`config.mk`:
```
export PLATFORM = sky130hd
export DESIGN_NAME = av1_obu_stream_deframer
export DESIGN_NICKNAME = d
export VERILOG_FILES = /design/src/rtl/aod_pkg.sv /design/src/rtl/aod_front.sv /design/src/rtl/aod_fifo.sv /design/src/rtl/aod_back.sv /design/src/rtl/av1_obu_stream_deframer.sv
export SDC_FILE = /design/constraint.sdc
export NUM_CORES = 1
export LEC_CHECK = 0
export BUFFER_PORTS_ARGS = -buffer_cell sky130_fd_sc_hd__buf_2
export CAP_MARGIN = 20
export CORE_ASPECT_RATIO = 0.75
export CORE_MARGIN = 2
export CORE_UTILIZATION = 30
export DETAILED_ROUTE_END_ITERATION = 16
export SLEW_MARGIN = 20
export SYNTH_ARGS = -nofsm -noshare
export SYNTH_HDL_FRONTEND = slang
export SYNTH_SLANG_ARGS = --single-unit
```
`constraint.sdc`:
```
create_clock -name clk -period 11.1 [get_ports clk]
set_input_delay 1.11 -clock clk [delete_from_list [all_inputs] [get_ports clk]]
set_output_delay 1.11 -clock clk [all_outputs]
set_load 0.01 [all_outputs]
```
`src/rtl/aod_pkg.sv`:
```
// shared types and constants of the obu stream deframer
package aod_pkg;

    // one stream byte as it travels from the front end to the parser
    typedef struct packed {
        logic       eos;
        logic [7:0] data;
    } byte_item_t;

    // queue status seen by its neighbors
    typedef struct packed {
        logic full;
        logic empty;
    } fifo_stat_t;

    localparam logic [1:0] ST_OK        = 2'd0;
    localparam logic [1:0] ST_FORBIDDEN = 2'd1;
    localparam logic [1:0] ST_TRUNCATED = 2'd2;
    localparam logic [1:0] ST_TOO_LONG  = 2'd3;

    localparam int HDR_FORBIDDEN_BIT = 7;
    localparam int HDR_EXT_BIT       = 2;
    localparam int HDR_SIZE_BIT      = 1;
    localparam int LEB_CONT_BIT      = 7;

    localparam logic [3:0] LEB_LAST_INDEX = 4'd8;

    localparam int FIFO_DEPTH = 4;
    localparam int FIFO_PTR_W = 2;

endpackage

```
`src/rtl/aod_front.sv`:
```
// front end: accepts stream bytes and tags each with its stream offset
module aod_front #(
    parameter int OFFSET_BITS = 48
) (
    input  logic                    clk,
    input  logic                    rst_n,
    input  logic                    in_valid,
    output logic                    in_ready,
    input  aod_pkg::byte_item_t     in_item,
    output logic                    out_valid,
    input  logic                    out_ready,
    output aod_pkg::byte_item_t     out_item,
    output logic [OFFSET_BITS-1:0]  out_offset
);
    import aod_pkg::*;

    logic                   valid_reg;
    logic                   valid_next;
    byte_item_t             item_reg;
    logic [OFFSET_BITS-1:0] offset_reg;
    logic [OFFSET_BITS-1:0] stream_off_reg;
    logic [OFFSET_BITS-1:0] stream_off_next;
    logic                   take;

    assign in_ready   = !valid_reg || out_ready;
    assign take       = in_valid && in_ready;
    assign out_valid  = valid_reg;
    assign out_item   = item_reg;
    assign out_offset = offset_reg;

    always_comb
    begin
        valid_next      = valid_reg;
        stream_off_next = stream_off_reg;
        if (take)
        begin
            valid_next = 1'b1;
            // end of stream restarts the offset count
            if (in_item.eos)
                stream_off_next = '0;
            else
                stream_off_next = stream_off_reg + OFFSET_BITS'(1);
        end
        else if (out_ready)
        begin
            valid_next = 1'b0;
        end
    end

    always_ff @(posedge clk or negedge rst_n)
    begin
        if (!rst_n)
        begin
            valid_reg      <= 1'b0;
            stream_off_reg <= '0;
        end
        else
        begin
            valid_reg      <= valid_next;
            stream_off_reg <= stream_off_next;
        end
    end

    always_ff @(posedge clk)
    begin
        if (take)
        begin
            item_reg   <= in_item;
            offset_reg <= stream_off_reg;
        end
    end

endmodule

```
`src/rtl/aod_fifo.sv`:
```
// short queue between the front end and the parser
module aod_fifo #(
    parameter int WIDTH = 57
) (
    input  logic                clk,
    input  logic                rst_n,
    input  logic                push,
    input  logic [WIDTH-1:0]    push_data,
    input  logic                pop,
    output logic [WIDTH-1:0]    pop_data,
    output aod_pkg::fifo_stat_t stat
);
    import aod_pkg::*;

    logic [WIDTH-1:0]      mem [FIFO_DEPTH];
    logic [FIFO_PTR_W-1:0] wr_ptr_reg;
    logic [FIFO_PTR_W-1:0] rd_ptr_reg;
    logic [FIFO_PTR_W:0]   level_reg;
    logic                  do_push;
    logic                  do_pop;

    assign stat.full  = (level_reg == (FIFO_PTR_W + 1)'(FIFO_DEPTH));
    assign stat.empty = (level_reg == '0);
    assign do_push    = push && !stat.full;
    assign do_pop     = pop && !stat.empty;
    assign pop_data   = mem[rd_ptr_reg];

    always_ff @(posedge clk or negedge rst_n)
    begin
        if (!rst_n)
        begin
            wr_ptr_reg <= '0;
            rd_ptr_reg <= '0;
            level_reg  <= '0;
        end
        else
        begin
            if (do_push)
                wr_ptr_reg <= wr_ptr_reg + FIFO_PTR_W'(1);
            if (do_pop)
                rd_ptr_reg <= rd_ptr_reg + FIFO_PTR_W'(1);
            if (do_push && !do_pop)
                level_reg <= level_reg + (FIFO_PTR_W + 1)'(1);
            else if (do_pop && !do_push)
                level_reg <= level_reg - (FIFO_PTR_W + 1)'(1);
        end
    end

    always_ff @(posedge clk)
    begin
        if (do_push)
            mem[wr_ptr_reg] <= push_data;
    end

endmodule

```
`src/rtl/aod_back.sv`:
```
// back end: obu header, extension, leb128 size and payload parser with result register
module aod_back #(
    parameter int LENGTH_BITS = 32,
    parameter int OFFSET_BITS = 48
) (
    input  logic                    clk,
    input  logic                    rst_n,
    input  logic                    in_valid,
    output logic                    in_ready,
    input  aod_pkg::byte_item_t     in_item,
    input  logic [OFFSET_BITS-1:0]  in_offset,
    output logic                    out_valid,
    input  logic                    out_ready,
    output logic [3:0]              hdr_type,
    output logic                    has_extension,
    output logic                    has_size_field,
    output logic [OFFSET_BITS-1:0]  obu_offset,
    output logic [LENGTH_BITS-1:0]  obu_length,
    output logic [1:0]              status
);
    import aod_pkg::*;

    typedef enum logic [2:0] {
        PH_IDLE,
        PH_EXT,
        PH_SIZE,
        PH_PAYLOAD,
        PH_TO_END,
        PH_DROP
    } phase_t;

    phase_t                 phase_reg, phase_next;
    logic [5:0]             hdr_reg, hdr_next;        // header bits 6..1
    logic [3:0]             shift_cnt_reg, shift_cnt_next;
    logic [LENGTH_BITS-1:0] remain_reg, remain_next;
    logic [OFFSET_BITS-1:0] start_reg, start_next;
    logic [LENGTH_BITS-1:0] count_reg, count_next;
    logic                   out_valid_reg, out_valid_next;
    logic [5:0]             out_hdr_reg;
    logic [OFFSET_BITS-1:0] out_offset_reg;
    logic [LENGTH_BITS-1:0] out_length_reg;
    logic [1:0]             out_status_reg;

    logic                   take;
    logic                   emit;
    logic [1:0]             emit_status;
    logic [6:0]             part;
    logic [6:0]             shift7;
    logic [5:0]             shift;
    logic [63:0]            part_wide;
    logic                   too_big;
    logic [LENGTH_BITS-1:0] size_sum;
    logic [LENGTH_BITS-1:0] count_inc;

    assign in_ready = !out_valid_reg || out_ready;
    assign take     = in_valid && in_ready;

    assign part      = in_item.data[6:0];
    // shift = size bytes taken * 7
    assign shift7    = {shift_cnt_reg, 3'b000} - {3'b000, shift_cnt_reg};
    assign shift     = shift7[5:0];
    assign part_wide = 64'(part) << shift;
    assign too_big   = (part != '0) &&
                       ((shift >= 6'(LENGTH_BITS)) || ((part_wide >> LENGTH_BITS) != '0));
    assign size_sum  = remain_reg | part_wide[LENGTH_BITS-1:0];
    assign count_inc = (count_reg == '1) ? count_reg : count_reg + LENGTH_BITS'(1);

    always_comb
    begin
        phase_next     = phase_reg;
        hdr_next       = hdr_reg;
        shift_cnt_next = shift_cnt_reg;
        remain_next    = remain_reg;
        start_next     = start_reg;
        count_next     = count_reg;
        emit           = 1'b0;
        emit_status    = ST_OK;

        if (take)
        begin
            unique case (phase_reg)
                PH_EXT:
                begin
                    count_next = count_inc;
                    if (hdr_reg[0])
                    begin
                        phase_next     = PH_SIZE;
                        shift_cnt_next = '0;
                        remain_next    = '0;
                    end
                    else
                    begin
                        phase_next = PH_TO_END;
                    end
                end
                PH_SIZE:
                begin
                    count_next     = count_inc;
                    shift_cnt_next = shift_cnt_reg + 4'd1;
                    if (too_big)
                    begin
                        emit        = 1'b1;
                        emit_status = ST_TOO_LONG;
                        phase_next  = PH_DROP;
                    end
                    else
                    begin
                        remain_next = size_sum;
                        if (!in_item.data[LEB_CONT_BIT])
                        begin
                            if (size_sum == '0)
                            begin
                                emit       = 1'b1;
                                phase_next = PH_IDLE;
                            end
                            else
                            begin
                                phase_next = PH_PAYLOAD;
                            end
                        end
                        else if (shift_cnt_reg == LEB_LAST_INDEX)
                        begin
                            // ninth size byte still continues
                            emit        = 1'b1;
                            emit_status = ST_TOO_LONG;
                            phase_next  = PH_DROP;
                        end
                    end
                end
                PH_PAYLOAD:
                begin
                    count_next  = count_inc;
                    remain_next = remain_reg - LENGTH_BITS'(1);
                    if (remain_next == '0)
                    begin
                        emit       = 1'b1;
                        phase_next = PH_IDLE;
                    end
                end
                PH_TO_END:
                begin
                    count_next = count_inc;
                end
                PH_DROP:
                begin
                end
                default:
                begin
                    hdr_next       = in_item.data[6:1];
                    start_next     = in_offset;
                    count_next     = LENGTH_BITS'(1);
                    shift_cnt_next = '0;
                    remain_next    = '0;
                    if (in_item.data[HDR_FORBIDDEN_BIT])
                    begin
                        emit        = 1'b1;
                        emit_status = ST_FORBIDDEN;
                        phase_next  = PH_DROP;
                    end
                    else if (in_item.data[HDR_EXT_BIT])
                    begin
                        phase_next = PH_EXT;
                    end
                    else if (in_item.data[HDR_SIZE_BIT])
                    begin
                        phase_next = PH_SIZE;
                    end
                    else
                    begin
                        phase_next = PH_TO_END;
                    end
                end
            endcase

            if (in_item.eos)
            begin
                if (!emit)
                begin
                    if (phase_next == PH_TO_END)
                    begin
                        emit        = 1'b1;
                        emit_status = ST_OK;
                    end
                    else if (phase_next == PH_EXT || phase_next == PH_SIZE ||
                             phase_next == PH_PAYLOAD)
                    begin
                        emit        = 1'b1;
                        emit_status = ST_TRUNCATED;
                    end
                end
                phase_next     = PH_IDLE;
                shift_cnt_next = '0;
                remain_next    = '0;
            end
        end

        if (take && emit)
            out_valid_next = 1'b1;
        else if (out_ready)
            out_valid_next = 1'b0;
        else
            out_valid_next = out_valid_reg;
    end

    always_ff @(posedge clk or negedge rst_n)
    begin
        if (!rst_n)
        begin
            phase_reg     <= PH_IDLE;
            hdr_reg       <= '0;
            shift_cnt_reg <= '0;
            remain_reg    <= '0;
            start_reg     <= '0;
            count_reg     <= '0;
            out_valid_reg <= 1'b0;
        end
        else
        begin
            phase_reg     <= phase_next;
            hdr_reg       <= hdr_next;
            shift_cnt_reg <= shift_cnt_next;
            remain_reg    <= remain_next;
            start_reg     <= start_next;
            count_reg     <= count_next;
            out_valid_reg <= out_valid_next;
        end
    end

    always_ff @(posedge clk)
    begin
        if (take && emit)
        begin
            out_hdr_reg    <= hdr_next;
            out_offset_reg <= start_next;
            out_length_reg <= count_next;
            out_status_reg <= emit_status;
        end
    end

    assign out_valid      = out_valid_reg;
    assign hdr_type       = out_hdr_reg[5:2];
    assign has_extension  = out_hdr_reg[1];
    assign has_size_field = out_hdr_reg[0];
    assign obu_offset     = out_offset_reg;
    assign obu_length     = out_length_reg;
    assign status         = out_status_reg;

endmodule

```
`src/rtl/av1_obu_stream_deframer.sv`:
```
// top level of the av1 obu stream deframer
//
// input stream: one byte of a low-overhead av1 bitstream per transaction on
// s_tvalid/s_tready, s_tdata[7:0] the byte, s_tlast marking the last byte of
// the stream. output stream: one transaction per finished or failed obu on
// m_tvalid/m_tready with type, flags, start offset and total length in m_tdata
// and the status code in m_tuser (0 complete, 1 forbidden bit, 2 truncated,
// 3 size field too long or overflowing).
// throughput is one byte per cycle while m_tready stays high; a result shows
// on m_tvalid once the byte that ends the obu is taken and has passed the
// front register and the queue into the result register. the parser state
// update in the back end is the loop that sets this rate.
// a 4-entry queue parts the offset-tagging front end from the parser, so when
// the receiver stalls the front end keeps taking bytes until the queue and the
// front register are full, then drops s_tready; no result is lost.
// reset clears the stream offset, the parser state and all valid flags; the
// block is ready for a header byte right after reset. after an error bytes
// are dropped until s_tlast; s_tlast always restarts the offset at zero.
module av1_obu_stream_deframer #(
    parameter int LENGTH_BITS = 32,
    parameter int OFFSET_BITS = 48,
    localparam int OUT_FIELDS_W = 6 + OFFSET_BITS + LENGTH_BITS,
    localparam int OUT_W = ((OUT_FIELDS_W + 7) / 8) * 8
) (
    input  logic             clk,
    input  logic             rst_n,
    input  logic             s_tvalid,
    output logic             s_tready,
    input  logic [7:0]       s_tdata,   // data_byte
    input  logic             s_tlast,   // last byte of the stream
    output logic             m_tvalid,
    input  logic             m_tready,
    // hdr_type, has_extension, has_size_field, obu_offset, obu_length, zero fill
    output logic [OUT_W-1:0] m_tdata,
    output logic [1:0]       m_tuser    // status
);
    import aod_pkg::*;

    localparam int Q_W = $bits(byte_item_t) + OFFSET_BITS;

    byte_item_t             s_item;
    logic                   fe_valid;
    byte_item_t             fe_item;
    logic [OFFSET_BITS-1:0] fe_offset;
    fifo_stat_t             fifo_stat;
    logic                   fifo_pop;
    logic [Q_W-1:0]         q_out;
    byte_item_t             be_item;
    logic [OFFSET_BITS-1:0] be_offset;
    logic                   be_ready;

    logic [3:0]             hdr_type;
    logic                   has_extension;
    logic                   has_size_field;
    logic [OFFSET_BITS-1:0] obu_offset;
    logic [LENGTH_BITS-1:0] obu_length;

    assign s_item.eos  = s_tlast;
    assign s_item.data = s_tdata;

    aod_front #(
        .OFFSET_BITS (OFFSET_BITS)
    ) u_front (
        .clk        (clk),
        .rst_n      (rst_n),
        .in_valid   (s_tvalid),
        .in_ready   (s_tready),
        .in_item    (s_item),
        .out_valid  (fe_valid),
        .out_ready  (!fifo_stat.full),
        .out_item   (fe_item),
        .out_offset (fe_offset)
    );

    aod_fifo #(
        .WIDTH (Q_W)
    ) u_fifo (
        .clk       (clk),
        .rst_n     (rst_n),
        .push      (fe_valid),
        .push_data ({fe_offset, fe_item}),
        .pop       (fifo_pop),
        .pop_data  (q_out),
        .stat      (fifo_stat)
    );

    assign be_item   = q_out[$bits(byte_item_t)-1:0];
    assign be_offset = q_out[Q_W-1:$bits(byte_item_t)];
    assign fifo_pop  = !fifo_stat.empty && be_ready;

    aod_back #(
        .LENGTH_BITS (LENGTH_BITS),
        .OFFSET_BITS (OFFSET_BITS)
    ) u_back (
        .clk            (clk),
        .rst_n          (rst_n),
        .in_valid       (!fifo_stat.empty),
        .in_ready       (be_ready),
        .in_item        (be_item),
        .in_offset      (be_offset),
        .out_valid      (m_tvalid),
        .out_ready      (m_tready),
        .hdr_type       (hdr_type),
        .has_extension  (has_extension),
        .has_size_field (has_size_field),
        .obu_offset     (obu_offset),
        .obu_length     (obu_length),
        .status         (m_tuser)
    );

    assign m_tdata = OUT_W'({obu_length, obu_offset, has_size_field, has_extension,
                             hdr_type});

    // a stalled result must keep the parser from taking bytes
    assert property (@(posedge clk) disable iff (!rst_n)
        (m_tvalid && !m_tready) |-> !fifo_pop)
        else $error("parser consumed a byte while the result was stalled");

    // a new result can only come from a byte taken out of the queue
    assert property (@(posedge clk) disable iff (!rst_n)
        $rose(m_tvalid) |-> $past(fifo_pop))
        else $error("result appeared without a parsed byte");

    // a forbidden header ends the obu on its first byte
    assert property (@(posedge clk) disable iff (!rst_n)
        (m_tvalid && m_tuser == ST_FORBIDDEN) |-> (obu_length == LENGTH_BITS'(1)))
        else $error("forbidden-bit result with length other than one");

endmodule

```
==> results.toml <==
[clocking]
cts_tree = "yes"
path_clk_slew_ns = 0.06
cts_buffers = 53
clockRootBuffer = "clkbuf_16"
clock_path_buffers = 3
cts_resized = 0
hold_buffers = 0
clock_latency_ns = 0.62
cts.sinks = 555
post_cts_buffers = 0
cts-htree-levels = 2

[logic_synthesis]
yosys_warnings = 0
yosys-top-cells-area = "edfxtp_1 (46%), dfrtp_1 (19%), mux4_2 (5.2%)"
ys.flop_type = "edfxtp_1"
yosysTopAreaCell = "edfxtp_1"
ys_async_sr_fraction_pct = 32.79
synthesis.area_um2 = 24590
ys_types = 103
synth_edf_count = 373
netlist_instances = 1827
ys_seq_area_share_pct = 64.08
synth_commonest_cells = "edfxtp_1 (373), dfrtp_1 (182), nor2_1 (151)"
synth-seq-cells = 555
synth_top_area_share_pct = 45.55
synth.most_common_cell = "edfxtp_1"
syn_avg_cell_area_um2 = 13.46

[detailed_routing]
wl_met1_mm = 32.51
wire_per_inst_um = 21.95
viasPerCell = 5.283
top_layer = "met4"
drt_iter0_drc = 1621
wl_mm = 66.11
drtPass1Iterations = 5
drtAntennaViolNets = 0
wl_met2_mm = 28.40
route.detailed.drc = 0
num_vias = 15910
wl_met3_mm = 4.154

[power]
p_sw_mw = 3.005
power.leakage_nw = 10.14
power_density_nw_per_um2 = 287.0
power_switching_share_pct = 37.47
p_seq_share_pct = 40.1
clockPowerShare_pct = 22.3
intPower_mw = 5.013
power_frac_comb_pct = 37.6
peakVddDrop_v = 0.0001526

[cells_and_area]
drive_gt1_share_pct = 19.66
final_util_pct = 34.60
largest_register = "u_fifo.mem"
nFillCells = 7765
nets = 1934
largest_reg_flops = 228
area_growth_pct = 13.61

[floorplan]
dieArea_um2 = 84290
die_h_um = 251.9
num_io_pins = 105
rows = 90
start_util_pct = 30.45
die_x_um = 334.6
core_region_area_um2 = 80740

[grt]
grt.total_usage_pct = 15.59
grt_pass1_wl_mm = 100.8
grt_max_degree = 68
grt_pass1_vias = 15680
grt_overflow_total = 0
antenna_found_initial = 2

[worst_setup_path]
worstPathCellList = "buf_4, inv_1, ha_1, inv_1, mux4_2, o21ai_1, a221oi_1, nand3_1, nor4_2, a31oi_2, a2111oi_2, a31oi_1, nand2_4, buf_4"
end_kind = "flop"
crit_arrival_ns = 7.07
slowest_stage = "ha_1"
path_delay_family = "buffers and inverters"
crit_type = "flop to flop"
r2r_start = "u_back.shift_cnt_reg[0]$_DFFE_PN0P_"
cp_slowest_stage_delay_ns = 0.75
cp_max_fo = 55
cp.required_ns = 11.34
cp-startpoint = "u_back.shift_cnt_reg[0]$_DFFE_PN0P_"
worst-path-buf-inv = 4
startpoint_type = "flop"

[sta]
slew-limit-headroom_pct = 28.57
finalSetupTns_ns = 0
slew_viol_final = 0
tightest_slew_ns = 1.060
finalSetupViolCount = 0
finalHoldViolCount = 0
max_freq_mhz = 146.4
period_share_pct = 61.54
rsz0062_at_grt = "false"
skew_ns = 0.02651
finalWorstSetupSlack_ns = 4.269
min_period_ns = 6.831

[run]
cap_violations = 0

[min_path]
hold_class = "input pin to asynchronous set/reset pin"

[place]
pre_cts_ws_ns = 4.268
hpwl_mm = 43.86
gp_congestion = 0.9025
port-buffer-count = 102

[status]
status = "complete, no violations"
power by group through the flow:
stage	clock network, mW	logic (mW)	registers [mW]
floorplan	0	1.94	3.28
global route	1.93	3.29	3.28
CTS	1.85	3.05	3.22
detailed placement	0	3.04	3.26
global placement	0	3.02	3.24
finish	1.79	3.02	3.21
cell type report:
class	instances	area (µm²)	area share [%]
multi-input combinational	1141	8289	29.68
clock inverter	30	294.0	1.053
inverter	31	117.6	0.4211
timing repair buffer	126	700.7	2.508
tap	1058	1324	4.739
sequential	555	15770	56.44
clock buffer	70	1440	5.156
antenna	1	2.502	0.008959
metrics by stage:
step / total power, mW / instance area [µm²] / cells / hold WS (ns)
after global placement: 6.259 / 26190 / 2910 / 0.4534
after CTS: 8.121 / 27930 / 3011 / 0.4748
after global routing: 8.495 / 27930 / 3011 / 0.4923
after detailed placement: 6.296 / 26190 / 2911 / 0.4648
final: 8.018 / 27930 / 3012 / 0.4695
after floorplan: 5.216 / 24590 / 1828 / 0.4457
cell usage in the layout (no fill, tap or decap), drive strengths merged, types with 16 or more instances in the layout:
cell	synthesis	routed
dfrtp	182	182
mux4	57	57
or3	16	16
a31oi	27	27
xnor2	25	25
nand2	106	106
inv	31	33
and3	24	24
mux2	59	59
edfxtp	373	373
a21oi	93	93
nor2b	19	19
nor4	20	20
xor2	27	27
clkinv	0	22
a221oi	28	28
nand3	57	57
clkbuf	62	71
o21ai	142	142
mux2i	20	20
nand4	17	17
nor3	49	49
nor2	151	151
buf	39	125
cells by family after synthesis:
| group | Yosys count | synth area share, % |
|---|---|---|
| AO/OA/AOI/OAI | 397 | 10.65 |
| XOR/XNOR | 52 | 1.959 |
| adder cells (fa/ha/maj) | 13 | 0.6921 |
| buffers and inverters | 132 | 2.371 |
| flip-flops | 555 | 64.08 |
| multiplexers | 136 | 8.804 |
| other | 1 | 0.01525 |
| AND/OR/NAND/NOR | 541 | 11.43 |
final timing paths:
| kind | end | slack, ns | cells after the start |
|---|---|---|---|
| max | u_back.obu_offset[25]$_DFFE_PP_ | 4.27 | 14 |
| min reg2reg | u_front.out_offset[47]$_DFFE_PP_ | 0.48 | 0 |
| min in group clk | u_front.out_offset[47]$_DFFE_PP_ | 0.48 | 0 |
| max reg2reg | u_back.obu_offset[25]$_DFFE_PP_ | 4.27 | 14 |
| min | u_back.hdr_reg[3]$_DFF_PN0_ | 0.47 | 1 |
| max in group asynchronous | u_back.start_reg[25]$_DFF_PN0_ | 9.14 | 2 |
per-layer routing:
layer  up-vias  global-route usage (%)
li1       7151                       -
met1      8157                   24.04
met3        82                   2.667
met5         -                       0
met4         0                   2.921
met2       522                   23.01
Note: power is estimated with default switching activity, not from simulation.
